**config.mk**
```make
export PLATFORM = sky130hd
export DESIGN_NAME = cell_color_classifier
export DESIGN_NICKNAME = d
export VERILOG_FILES = /design/src/rtl/core/ccc_pkg.sv /design/src/rtl/core/cell_color_classifier.sv
export SDC_FILE = /design/constraint.sdc
export NUM_CORES = 1
export LEC_CHECK = 0
export ABC_AREA = 0
export BUFFER_PORTS_ARGS = -buffer_cell sky130_fd_sc_hd__clkbuf_2
export CAP_MARGIN = 0
export CORE_MARGIN = 2
export CORE_UTILIZATION = 55
export CTS_BUF_LIST = sky130_fd_sc_hd__clkbuf_8
export DETAILED_ROUTE_END_ITERATION = 8
export PLACE_DENSITY = 0.75
export REMOVE_ABC_BUFFERS = 1
export SYNTH_ARGS = -nofsm -noshare
export SYNTH_HDL_FRONTEND = slang
export SYNTH_SLANG_ARGS = --single-unit
```
**constraint.sdc**
```tcl
create_clock -name clock -period 9.6 [get_ports clock]
set_input_delay 0.96 -clock clock [delete_from_list [all_inputs] [get_ports clock]]
set_output_delay 0.96 -clock clock [all_outputs]
set_load 0.02 [all_outputs]
```
**src/rtl/core/ccc_pkg.sv**
```systemverilog
// Package for the cell color classifier: color codes, channel indexes,
// fixed widths and the per-pixel and per-average decision functions.
// No dependencies.
package ccc_pkg;

   // Width of one color channel and of one running channel sum.
   localparam int CHAN_W = 8;
   localparam int SUM_W  = 13;

   // Default number of pixels in one cell window.
   localparam int CELL_PIXELS_DEF = 25;

   // Widths of the packed stream payloads.
   localparam int REQ_DATA_W = 24;
   localparam int RSP_DATA_W = 8;

   // Color codes: blue is bit 2, green bit 1, red bit 0.
   typedef enum logic [2:0] {
      COLOR_BLACK  = 3'd0,
      COLOR_RED    = 3'd1,
      COLOR_GREEN  = 3'd2,
      COLOR_YELLOW = 3'd3,
      COLOR_BLUE   = 3'd4,
      COLOR_PURPLE = 3'd5,
      COLOR_CYAN   = 3'd6,
      COLOR_WHITE  = 3'd7
   } color_type;

   // Channel positions used by the max/min/mid decision.
   localparam logic [1:0] CH_BLUE  = 2'd0;
   localparam logic [1:0] CH_GREEN = 2'd1;
   localparam logic [1:0] CH_RED   = 2'd2;

   // Pure-color threshold rule; the first rule that holds wins.
   // Black means that no rule matched.
   function automatic color_type pure_match(input logic [CHAN_W-1:0] b,
                                            input logic [CHAN_W-1:0] g,
                                            input logic [CHAN_W-1:0] r);
      color_type res;
      if ((b <= 8'd50 && g <= 8'd50 && r >= 8'd100) ||
          (b <= 8'd100 && g <= 8'd100 && r >= 8'd200)) begin
         res = COLOR_RED;
      end else if ((b <= 8'd50 && g >= 8'd100 && r <= 8'd50) ||
                   (b <= 8'd100 && g >= 8'd200 && r <= 8'd100)) begin
         res = COLOR_GREEN;
      end else if (b <= 8'd60 && g >= 8'd190 && r >= 8'd190) begin
         res = COLOR_YELLOW;
      end else if ((b >= 8'd100 && g <= 8'd50 && r <= 8'd50) ||
                   (b >= 8'd200 && g <= 8'd100 && r <= 8'd100)) begin
         res = COLOR_BLUE;
      end else if (b >= 8'd190 && g <= 8'd60 && r >= 8'd190) begin
         res = COLOR_PURPLE;
      end else if (b >= 8'd190 && g >= 8'd190 && r <= 8'd60) begin
         res = COLOR_CYAN;
      end else if (b >= 8'd190 && g >= 8'd190 && r >= 8'd190) begin
         res = COLOR_WHITE;
      end else begin
         res = COLOR_BLACK;
      end
      return res;
   endfunction

   // Max/min/mid decision on the three averages. Ties for max or min go
   // to the first channel in the order blue, green, red.
   function automatic color_type judge(input logic [CHAN_W-1:0] b,
                                       input logic [CHAN_W-1:0] g,
                                       input logic [CHAN_W-1:0] r);
      logic [1:0]        maxp;
      logic [1:0]        minp;
      logic [1:0]        midp;
      logic [CHAN_W-1:0] mx;
      logic [CHAN_W-1:0] mn;
      logic [CHAN_W-1:0] md;
      logic [CHAN_W:0]   up2;
      logic [CHAN_W:0]   dn;
      logic [CHAN_W+1:0] level;
      logic              mid_on;
      logic              all_on;
      logic [2:0]        code;
      mx   = b;
      mn   = b;
      maxp = CH_BLUE;
      minp = CH_BLUE;
      if (g > mx) begin
         mx   = g;
         maxp = CH_GREEN;
      end
      if (g < mn) begin
         mn   = g;
         minp = CH_GREEN;
      end
      if (r > mx) begin
         mx   = r;
         maxp = CH_RED;
      end
      if (r < mn) begin
         mn   = r;
         minp = CH_RED;
      end
      // With all three equal the mid channel is the common one.
      midp = (maxp == minp) ? maxp : 2'd3 - maxp - minp;
      case (midp)
         CH_BLUE:  md = b;
         CH_GREEN: md = g;
         default:  md = r;
      endcase
      up2    = {mx - md, 1'b0};
      dn     = {1'b0, mn == md ? 8'd0 : md - mn};
      mid_on = !(up2 > dn);
      // (mx + 2*md) / 3 > 100 is the same as mx + 2*md > 302.
      level  = {2'b00, mx} + {1'b0, md, 1'b0};
      all_on = level > 10'd302;
      if ((mx - mn) > 8'd60) begin
         code[2] = (maxp == CH_BLUE)  ? 1'b1 : (minp == CH_BLUE)  ? 1'b0 : mid_on;
         code[1] = (maxp == CH_GREEN) ? 1'b1 : (minp == CH_GREEN) ? 1'b0 : mid_on;
         code[0] = (maxp == CH_RED)   ? 1'b1 : (minp == CH_RED)   ? 1'b0 : mid_on;
      end else begin
         code = {3{all_on}};
      end
      return color_type'(code);
   endfunction

endpackage

```
**src/rtl/core/cell_color_classifier.sv**
```systemverilog
// Top level of the cell color classifier: pixel accumulator and a short
// decision pipeline that turns one cell window into one color code.
// Depends on ccc_pkg.

// The block takes one BGR pixel per clock on the req_ stream and answers each
// window (closed by req_tlast) with one rsp_ transaction that carries the
// 3-bit color and, in rsp_tuser, whether a single pixel decided it. Pixels
// are summed per channel with saturation at 8191, and the first pixel of a
// window that matches a pure-color rule is latched and wins. Otherwise the
// sums are divided by CELL_PIXELS (a reciprocal multiply) and the averages go
// through the black test, the pure-color rules and a max/min/mid decision.
// Throughput is one pixel per cycle while req_tready is high, with no gap
// between windows. The edge that accepts the last pixel loads the finished
// sums; the averages register and then the output register, which holds the
// decision that is presented, are loaded after it in that order.
// req_tready drops only when the output is stalled and all
// finishing stages hold a window.
module cell_color_classifier
   import ccc_pkg::*;
#(
   parameter int CELL_PIXELS = CELL_PIXELS_DEF
) (
   input  logic                  clock,
   input  logic                  reset,
   // Pixel stream.
   input  logic                  req_tvalid,
   output logic                  req_tready,
   input  logic [REQ_DATA_W-1:0] req_tdata,   // [7:0] blue, [15:8] green, [23:16] red
   input  logic                  req_tlast,
   // Result stream.
   output logic                  rsp_tvalid,
   input  logic                  rsp_tready,
   output logic [RSP_DATA_W-1:0] rsp_tdata,   // [2:0] color, [7:3] zero
   output logic                  rsp_tuser    // [0] from_single_pixel
);

   // Reciprocal for the divide by CELL_PIXELS; exact for every 13-bit sum.
   localparam int DIV_SHIFT = 20;
   localparam int RECIP_W   = DIV_SHIFT + 1;
   localparam int PROD_W    = SUM_W + RECIP_W;
   localparam logic [RECIP_W-1:0] DIV_RECIP =
      RECIP_W'((2 ** DIV_SHIFT + CELL_PIXELS - 1) / CELL_PIXELS);
   localparam logic [SUM_W:0] SUM_MAX = {1'b0, {SUM_W{1'b1}}};

   // Sum divided by CELL_PIXELS, clamped to one channel.
   function automatic logic [CHAN_W-1:0] avg_of(input logic [SUM_W-1:0] s);
      logic [PROD_W-1:0]        prod;
      logic [PROD_W-DIV_SHIFT-1:0] quo;
      prod = PROD_W'(s) * PROD_W'(DIV_RECIP);
      quo  = prod[PROD_W-1:DIV_SHIFT];
      return (quo > (PROD_W-DIV_SHIFT)'(255)) ? 8'd255 : quo[CHAN_W-1:0];
   endfunction

   // Saturating add of one pixel channel to a running sum.
   function automatic logic [SUM_W-1:0] sat_add(input logic [SUM_W-1:0]  s,
                                                input logic [CHAN_W-1:0] v);
      logic [SUM_W:0] t;
      t = {1'b0, s} + {{(SUM_W-CHAN_W+1){1'b0}}, v};
      return (t > SUM_MAX) ? SUM_MAX[SUM_W-1:0] : t[SUM_W-1:0];
   endfunction

   logic [SUM_W-1:0]  sum_blue_ff, sum_green_ff, sum_red_ff;
   logic [SUM_W-1:0]  sum_blue_in, sum_green_in, sum_red_in;
   logic              early_hit_ff, early_hit_in;
   color_type         early_color_ff, early_color_in;

   logic              fin_valid_ff;
   logic [SUM_W-1:0]  fin_blue_ff, fin_green_ff, fin_red_ff;
   logic              fin_hit_ff;
   color_type         fin_color_ff;

   logic              avg_valid_ff;
   logic [CHAN_W-1:0] avg_blue_ff, avg_green_ff, avg_red_ff;
   logic              avg_hit_ff;
   color_type         avg_color_ff;

   logic              rsp_valid_ff;
   color_type         rsp_color_ff, rsp_color_in;
   logic              rsp_single_ff;

   logic              adv_rsp, adv_avg, adv_fin, req_fire;
   logic [CHAN_W-1:0] px_blue, px_green, px_red;
   color_type         px_match, avg_match;
   logic              hit_now;
   color_type         color_now;

   // Stage advance: each stage moves when the next one is empty or moving.
   assign adv_rsp    = !rsp_valid_ff || rsp_tready;
   assign adv_avg    = !avg_valid_ff || adv_rsp;
   assign adv_fin    = !fin_valid_ff || adv_avg;
   assign req_tready = adv_fin;
   assign req_fire   = req_tvalid && req_tready;

   assign px_blue  = req_tdata[7:0];
   assign px_green = req_tdata[15:8];
   assign px_red   = req_tdata[23:16];

   // Accumulate the pixel and latch the first pure-color match; a window's last pixel clears both.
   always_comb begin
      px_match  = pure_match(px_blue, px_green, px_red);
      hit_now   = early_hit_ff || (px_match != COLOR_BLACK);
      color_now = early_hit_ff ? early_color_ff : px_match;
      sum_blue_in    = sat_add(sum_blue_ff, px_blue);
      sum_green_in   = sat_add(sum_green_ff, px_green);
      sum_red_in     = sat_add(sum_red_ff, px_red);
      early_hit_in   = hit_now;
      early_color_in = color_now;
      if (req_tlast) begin
         sum_blue_in  = '0;
         sum_green_in = '0;
         sum_red_in   = '0;
         early_hit_in = 1'b0;
      end
   end

   // Final decision on the averages, unless a single pixel already decided.
   always_comb begin
      avg_match = pure_match(avg_blue_ff, avg_green_ff, avg_red_ff);
      if (avg_hit_ff) begin
         rsp_color_in = avg_color_ff;
      end else if (avg_blue_ff <= 8'd50 && avg_green_ff <= 8'd50 &&
                   avg_red_ff <= 8'd50) begin
         rsp_color_in = COLOR_BLACK;
      end else if (avg_match != COLOR_BLACK) begin
         rsp_color_in = avg_match;
      end else begin
         rsp_color_in = judge(avg_blue_ff, avg_green_ff, avg_red_ff);
      end
   end

   // Accumulator state.
   always_ff @(posedge clock) begin
      if (reset) begin
         sum_blue_ff    <= '0;
         sum_green_ff   <= '0;
         sum_red_ff     <= '0;
         early_hit_ff   <= 1'b0;
         early_color_ff <= COLOR_BLACK;
      end else if (req_fire) begin
         sum_blue_ff    <= sum_blue_in;
         sum_green_ff   <= sum_green_in;
         sum_red_ff     <= sum_red_in;
         early_hit_ff   <= early_hit_in;
         early_color_ff <= early_color_in;
      end
   end

   // Finished window: final sums and the latched match.
   always_ff @(posedge clock) begin
      if (reset) begin
         fin_valid_ff <= 1'b0;
      end else if (adv_fin) begin
         fin_valid_ff <= req_fire && req_tlast;
      end
   end

   always_ff @(posedge clock) begin
      if (adv_fin) begin
         fin_blue_ff  <= sat_add(sum_blue_ff, px_blue);
         fin_green_ff <= sat_add(sum_green_ff, px_green);
         fin_red_ff   <= sat_add(sum_red_ff, px_red);
         fin_hit_ff   <= hit_now;
         fin_color_ff <= color_now;
      end
   end

   // Divider stage: channel averages.
   always_ff @(posedge clock) begin
      if (reset) begin
         avg_valid_ff <= 1'b0;
      end else if (adv_avg) begin
         avg_valid_ff <= fin_valid_ff;
      end
   end

   always_ff @(posedge clock) begin
      if (adv_avg) begin
         avg_blue_ff  <= avg_of(fin_blue_ff);
         avg_green_ff <= avg_of(fin_green_ff);
         avg_red_ff   <= avg_of(fin_red_ff);
         avg_hit_ff   <= fin_hit_ff;
         avg_color_ff <= fin_color_ff;
      end
   end

   // Output register.
   always_ff @(posedge clock) begin
      if (reset) begin
         rsp_valid_ff <= 1'b0;
      end else if (adv_rsp) begin
         rsp_valid_ff <= avg_valid_ff;
      end
   end

   always_ff @(posedge clock) begin
      if (adv_rsp) begin
         rsp_color_ff  <= rsp_color_in;
         rsp_single_ff <= avg_hit_ff;
      end
   end

   assign rsp_tvalid = rsp_valid_ff;
   assign rsp_tdata  = {{(RSP_DATA_W-3){1'b0}}, rsp_color_ff};
   assign rsp_tuser  = rsp_single_ff;

   // A window's last pixel leaves the accumulator cleared.
   a_clear_after_last: assert property (@(posedge clock) disable iff (reset)
      req_fire && req_tlast |=> sum_blue_ff == '0 && sum_green_ff == '0 &&
                                sum_red_ff == '0 && !early_hit_ff)
      else $error("accumulator not cleared after last pixel");

   // A single-pixel decision is always a pure color, never black.
   a_single_not_black: assert property (@(posedge clock) disable iff (reset)
      rsp_valid_ff && rsp_single_ff |-> rsp_color_ff != COLOR_BLACK)
      else $error("single-pixel result is black");

   // A finished window moves into the divider stage with its match flag.
   a_fin_to_avg: assert property (@(posedge clock) disable iff (reset)
      fin_valid_ff && adv_avg |=> avg_valid_ff && avg_hit_ff == $past(fin_hit_ff))
      else $error("finished window lost between stages");

   // With the finish stage empty the block always takes a pixel.
   a_ready_when_free: assert property (@(posedge clock) disable iff (reset)
      !fin_valid_ff |-> req_tready)
      else $error("pixel refused with free finish stage");

endmodule
```
Word level (Yosys, flattened, before mapping)
Cells that the tools add are included.
{"block": "totals", "elab_cells": 212, "reg_bits": 121, "inputBits": 29}
{"block": "classes", "n_eq_ne": 7, "mux": 64, "multipliers": 3, "add_sub_neg": 9, "n_lt_le_gt_ge": 49, "reduce_logical": 60}
{"operator": "$mux W8", "n": 20}
{"operator": "$ge A8 B8 Y1 const B", "n": 12}
{"operator": "$le A8 B6 Y1 const B", "n": 12}
{"operator": "$mul A13 B13 Y26 const B", "n": 3}
{"operator": "$mux W13", "n": 6}
{"operator": "$mux W3", "n": 19}
{"operator": "$ge A8 B7 Y1 const B", "n": 6}
{"operator": "$le A8 B7 Y1 const B", "n": 6}
{"operator": "$add A13 B8 Y14", "n": 3}
{"operator": "$gt A14 B13 Y1 const B", "n": 3}
{"operator": "$logic_and A1 B1 Y1", "n": 41}
{"operator": "$gt A9 B8 Y1 const B", "n": 3}
{"operator": "$sub A8 B8 Y8", "n": 3}
{"operator": "$mux W2", "n": 9}
{"operator": "$gt A8 B8 Y1", "n": 2}
{"operator": "$lt A8 B8 Y1", "n": 2}
{"operator": "$pmux W8 S2", "n": 1}
{"operator": "$add A8 B9 Y10", "n": 1}
{"operator": "$gt A10 B9 Y1 const B", "n": 1}
{"operator": "$logic_or A1 B1 Y1", "n": 10}
{"operator": "$gt A9 B8 Y1", "n": 1}
{"operator": "$mux W1", "n": 9}
{"operator": "$eq A8 B8 Y1", "n": 1}
{"operator": "$gt A8 B6 Y1 const B", "n": 1}
{"operator": "other kinds (8)", "n": 17}

Depth between registers and ports, before layout
{"block": "logic_depth", "ltp_word": 37, "mapped_depth": 40, "ltp_nobuf": 38}

Worst setup path before layout
Ideal clock, no wire load.
{"block": "synth_timing", "kind": "reg2reg", "start": "reg avg_green_ff[1]", "end": "reg rsp_color_ff[1], data pin", "period_less_slack_ns": 7.154, "path_slack_ns": 2.446, "setup_time_ns": 0.264, "arrival_time_ns": 6.891, "path_stages_with_launch": 38, "cell_sequence": "edfxtp_1 -> ha_1 -> nor2b_4 -> o31a_1 -> o21ai_2 -> and2_1 -> buf_2 -> clkbuf_1 -> nor2_1 -> a21oi_1 -> ha_1 -> a21o_1 -> a21o_1 -> a21oi_1 -> o31a_1 -> a31o_2 -> clkbuf_1 -> nand2_1 -> [2 not listed] -> nand3_1 -> ha_1 -> a21o_1 -> a21oi_1 -> o21bai_1 -> a21o_1 -> a21o_1 -> a21o_1 -> nor3b_1 -> a21oi_1 -> ha_1 -> nand4_1 -> o22ai_1 -> a21oi_1 -> nor2b_1 -> a221o_1 -> a211oi_2 -> o31ai_1"}
{"block": "synth_between", "elab_chain_cells": 28, "elab_cells_between_ends": 95, "classes_between": "add/sub (6); order compare (13); eq/ne (5); mux (45); reduce/logical (26)"}
{"item": "start: declaration", "line": "cell_color_classifier.sv:73", "rtl": "logic [CHAN_W-1:0] avg_blue_ff, avg_green_ff, avg_red_ff;"}
{"item": "start signal: assignment", "line": "cell_color_classifier.sv:179", "rtl": "avg_green_ff <= avg_of(fin_green_ff);"}
{"item": "$gt A8 B8 Y1", "line": "ccc_pkg.sv:84", "rtl": "if (g > mx) begin"}
{"item": "$mux W8", "line": "ccc_pkg.sv:84"}
{"item": "$mux W8", "line": "cell_color_classifier.sv:124", "rtl": "end else if (avg_match != COLOR_BLACK) begin"}
{"item": "$mux W8", "line": "cell_color_classifier.sv:121", "rtl": "end else if (avg_blue_ff <= 8'd50 && avg_green_ff <= 8'd50 &&"}
{"item": "$mux W8", "line": "cell_color_classifier.sv:119", "rtl": "if (avg_hit_ff) begin"}
{"item": "$gt A8 B8 Y1", "line": "ccc_pkg.sv:92", "rtl": "if (r > mx) begin"}
{"item": "$mux W2", "line": "ccc_pkg.sv:92"}
{"item": "$mux W2", "line": "cell_color_classifier.sv:124"}
{"item": "[12 not listed]"}
{"item": "$gt A9 B8 Y1", "line": "ccc_pkg.sv:109", "rtl": "mid_on = !(up2 > dn);"}
{"item": "$logic_not A1 Y1", "line": "ccc_pkg.sv:109"}
{"item": "$mux W1 (2 in series)", "line": "ccc_pkg.sv:115", "rtl": "code[1] = (maxp == CH_GREEN) ? 1'b1 : (minp == CH_GREEN) ? 1'b0 : mid_on;"}
{"item": "$mux W3", "line": "ccc_pkg.sv:113", "rtl": "if ((mx - mn) > 8'd60) begin"}
{"item": "$mux W3", "line": "cell_color_classifier.sv:124"}
{"item": "$mux W3 *", "line": "cell_color_classifier.sv:121"}
{"item": "$mux W3 *", "line": "cell_color_classifier.sv:119"}
{"item": "via rsp_color_in[1]", "line": "cell_color_classifier.sv:78", "rtl": "color_type rsp_color_ff, rsp_color_in;"}
{"item": "end signal: assignment", "line": "cell_color_classifier.sv:197", "rtl": "rsp_color_ff <= rsp_color_in;"}
{"item": "end: declaration", "line": "cell_color_classifier.sv:78"}
The timed path passes the listed nets; every way through them passes the cells marked *. The select of a mux whose other input is x is not followed.
A chain may end at the register's enable or synchronous reset.

Worst setup path in the final report
{"block": "layout_timing", "start": "reg avg_blue_ff[7]", "end": "reg rsp_color_ff[1], data pin"}
{"block": "layout_between", "elab_chain_cells": 28, "elab_cells_between_ends": 95, "classes_between": "add/sub (6); order compare (13); eq/ne (5); mux (45); reduce/logical (26)"}
{"item": "start: declaration", "line": "cell_color_classifier.sv:73"}
{"item": "start signal: assignment", "line": "cell_color_classifier.sv:178", "rtl": "avg_blue_ff <= avg_of(fin_blue_ff);"}
{"item": "$gt A8 B8 Y1", "line": "ccc_pkg.sv:84"}
{"item": "$mux W8", "line": "ccc_pkg.sv:84"}
{"item": "$mux W8", "line": "cell_color_classifier.sv:124"}
{"item": "$mux W8", "line": "cell_color_classifier.sv:121"}
{"item": "$mux W8", "line": "cell_color_classifier.sv:119"}
{"item": "$gt A8 B8 Y1", "line": "ccc_pkg.sv:92"}
{"item": "$mux W2", "line": "ccc_pkg.sv:92"}
{"item": "$mux W2", "line": "cell_color_classifier.sv:124"}
{"item": "[12 not listed]"}
{"item": "$gt A9 B8 Y1", "line": "ccc_pkg.sv:109"}
{"item": "$logic_not A1 Y1", "line": "ccc_pkg.sv:109"}
{"item": "$mux W1 (2 in series)", "line": "ccc_pkg.sv:115"}
{"item": "$mux W3", "line": "ccc_pkg.sv:113"}
{"item": "$mux W3", "line": "cell_color_classifier.sv:124"}
{"item": "$mux W3 *", "line": "cell_color_classifier.sv:121"}
{"item": "$mux W3 *", "line": "cell_color_classifier.sv:119"}
{"item": "via rsp_color_in[1]", "line": "cell_color_classifier.sv:78"}
Marks and branches as above.

==> run metrics <==
Final Hold Vio Count=0; CTS sink cnt=between 100 and 150; area fraction of the dominant cell type after synthesis=0.2513; Async S/R FF share, synth=0; clock buffer depth=2; global-route wire length before repair=67280 um; via count of the first global-routing pass=13.79k; Final Slew Violations=0; layout cells sized above 1=0.05342; initial antenna violation count=0; sequential cell area fraction in the yosys report=0.1780; Achievable Freq=between 100 and 150 MHz; # IOs=40; pin count of the biggest net entering global routing=47; Die Wd=184.0 um; synthesized cell area=approximately 18000 um^2; initial drt markers=around 800; syn_area_per_cell=around 9.4 um^2; Final setup viols=0; Num CTS Buffers=17; CP max stage cell=a21oi_1; Die H=~180 um; CP Buf/Inv Count=1; critical path capture point type=flip-flop; FF-to-FF Start=avg_blue_ff[7]; Post-CTS Setup Inserts=0; clock latency on the worst-skew pair=approximately 0.45 ns; Netlist cell types=a little over 80; Reg2Reg Depth=31; final worst path period need=8.406 ns; Port Buf Inserts=34; post-route ant nets=0; Setup Skew=about 0.017 ns; Syn-to-layout area delta=5.124%; vias per cell=around 5.7; Clock transition at path regs=roughly 0.08 ns; Final GP Congestion=about 0.95; Synth Area in XOR/XNOR=0.03187; RSZ-0062 raised after global routing=no; Reg2Reg Setup Slack=around 1.2 ns; flip-flop and latch count after synthesis=roughly 120; row cnt=65; placed cell area=18390 um^2; final core utilization=0.5908; adder-cell share of the synthesized area=0.4512; HPWL after DPL=between 30000 and 40000 um; drt wl/cell=between 15 and 20 um; Top delay family on crit path=compound AO/OA/AOI/OAI gates; Vias=approximately 13k; Gate Count Post-Synth=~1.9k; antenna cells=0; Area contributors post-synth=ha_1, fa_1, edfxtp_1; Post-route DRC=0; Post-CTS Resized=0; CTS tree=yes; Slew @ Worst Pin=1.136 ns; CP max stage delay=0.74 ns; mux contribution to synthesized area=0.005475; largest family of logic cells by synthesized area=adder cells; final setup TNS=0 ns; Top FF cell, synth=edfxtp_1; total track usage=0.2481; outcome=complete, no violations; area leader, netlist=ha_1; hold path depth=0; post-synthesis compound-gate area fraction=0.1413; H-tree levels=4; Reg2Reg Capture Point=rsp_color_ff[1]; die area=between 30000 and 40000 um^2; required time worst endpoint=9.80 ns; WHS Endpoint=avg_hit_ff; Hold Crit Start=fin_hit_ff; critical path class=flip-flop to flip-flop; data arrival time of the worst path=8.61 ns; Initial Util=0.5620; Min-Delay Path Class=flip-flop to flip-flop; grt ovf=0; Synth top cells by count=inv_1, ha_1, fa_1, nor2_1, nand2_1; Tcrit/Tclk final=0.8756; Worst Path Max Fanout=19; number of flops mapped to enable cells by yosys=75; fin nets=between 2k and 2.5k; hold_buf cts=0; Ys Warns=0; count leader, synth=inv_1; core area=between 30000 and 40000 um^2; Clock Tree Root=clkbuf_8; Synth Area in Simple Gates=0.1066; Finished Cell Area=about 19000 um^2; CP dominant cell by count=a21oi_1; Max-slew headroom=0.2413; DRT Wirelength=around 40000 um; Max Cap Viol=0; DR pass1 iterations=5; Startpoint Class=flip-flop
[flip-flops by register name, indices dropped and copies added, names as in the netlist]
signal and count:
fin_red_ff 13, early_hit_ff 1, avg_green_ff 8, sum_green_ff 13, avg_valid_ff 1, fin_valid_ff 1, fin_color_ff 3, early_color_ff 3
avg_hit_ff 1, rsp_color_ff 3, fin_blue_ff 13, rsp_tvalid 1, sum_red_ff 13, fin_hit_ff 1, avg_color_ff 3, avg_red_ff 8
fin_green_ff 13, rsp_tuser 1, avg_blue_ff 8, sum_blue_ff 13
[layer usage]
layer  global-route usage  vias to the layer above  share of wire
li1                     -                     6518              -
met1               0.3298                     6503           0.45
met2               0.4398                      301           0.49
met3              0.02536                       48          0.041
met4              0.05024                        0          0.015
met5                    0                        -              0
[worst max-delay path by stage]
stage                               from  cells after the start               to  slack [ns]
final                     avg_blue_ff[7]                     31  rsp_color_ff[1]        1.19
after global routing      avg_blue_ff[7]                     31  rsp_color_ff[1]        0.45
after CTS                 avg_blue_ff[7]                     31  rsp_color_ff[1]        1.31
after detailed placement  avg_blue_ff[7]                     31  rsp_color_ff[1]        1.35
after global placement    avg_blue_ff[7]                     31  rsp_color_ff[1]        1.52
after floorplan           avg_blue_ff[7]                     31  rsp_color_ff[1]        2.57
[worst register-to-register path, delay by kind of cell (launching register included)]
kind                       cells  cell delay (ns)
AOI/OAI and AO/OA             17             4.15
adders and majority gates      4             1.40
buffers and inverters          1             0.28
DFF                            1             0.45
and+or+nand+nor                9             1.90
[per-stage QoR]
step	instances	hold slack, ns	worst slack [ns]
after floorplan	1859	0.4003	2.573
after global placement	2298	0.4073	1.516
after detailed placement	2298	0.4171	1.354
after CTS	2330	0.4340	1.315
after global routing	2330	0.4516	0.4468
final	2330	0.4283	1.194
[layout by cell type (no fill, tap or decap), types with 24 or more instances in the layout]
| cell | n |
|---|---|
| dfxtp_1 | 46 |
| a22o_1 | 24 |
| nand2_1 | 104 |
| nor2_1 | 107 |
| inv_1 | 365 |
| fa_1 | 178 |
| xnor2_1 | 38 |
| ha_1 | 358 |
| a21o_1 | 32 |
| o21ai_0 | 44 |
| a21oi_1 | 100 |
| xor2_1 | 25 |
| edfxtp_1 | 75 |
| clkbuf_2 | 34 |
| nand3_1 | 31 |
[cell families after synthesis]
logic type | Yosys count
fa+ha+maj | 536
buf+inv | 397
simple gates | 391
compound gates | 369
flops | 121
xor+xnor | 64
mux | 9
other cells | 1
[cell type report]
class | instances | area [um^2]
tap | 402 | 503.0
timing repair buffer | 37 | 192.7
clock buffer | 17 | 234.0
sequential | 121 | 3173
fill | 2697 | 12980
multi-input combinational | 1374 | 13160
clock inverter | 15 | 113.9
inverter | 364 | 1366
Power is left out: the tool's default activity adds up to more than one toggle a clock period on the data nets, which glitch-free logic cannot reach.
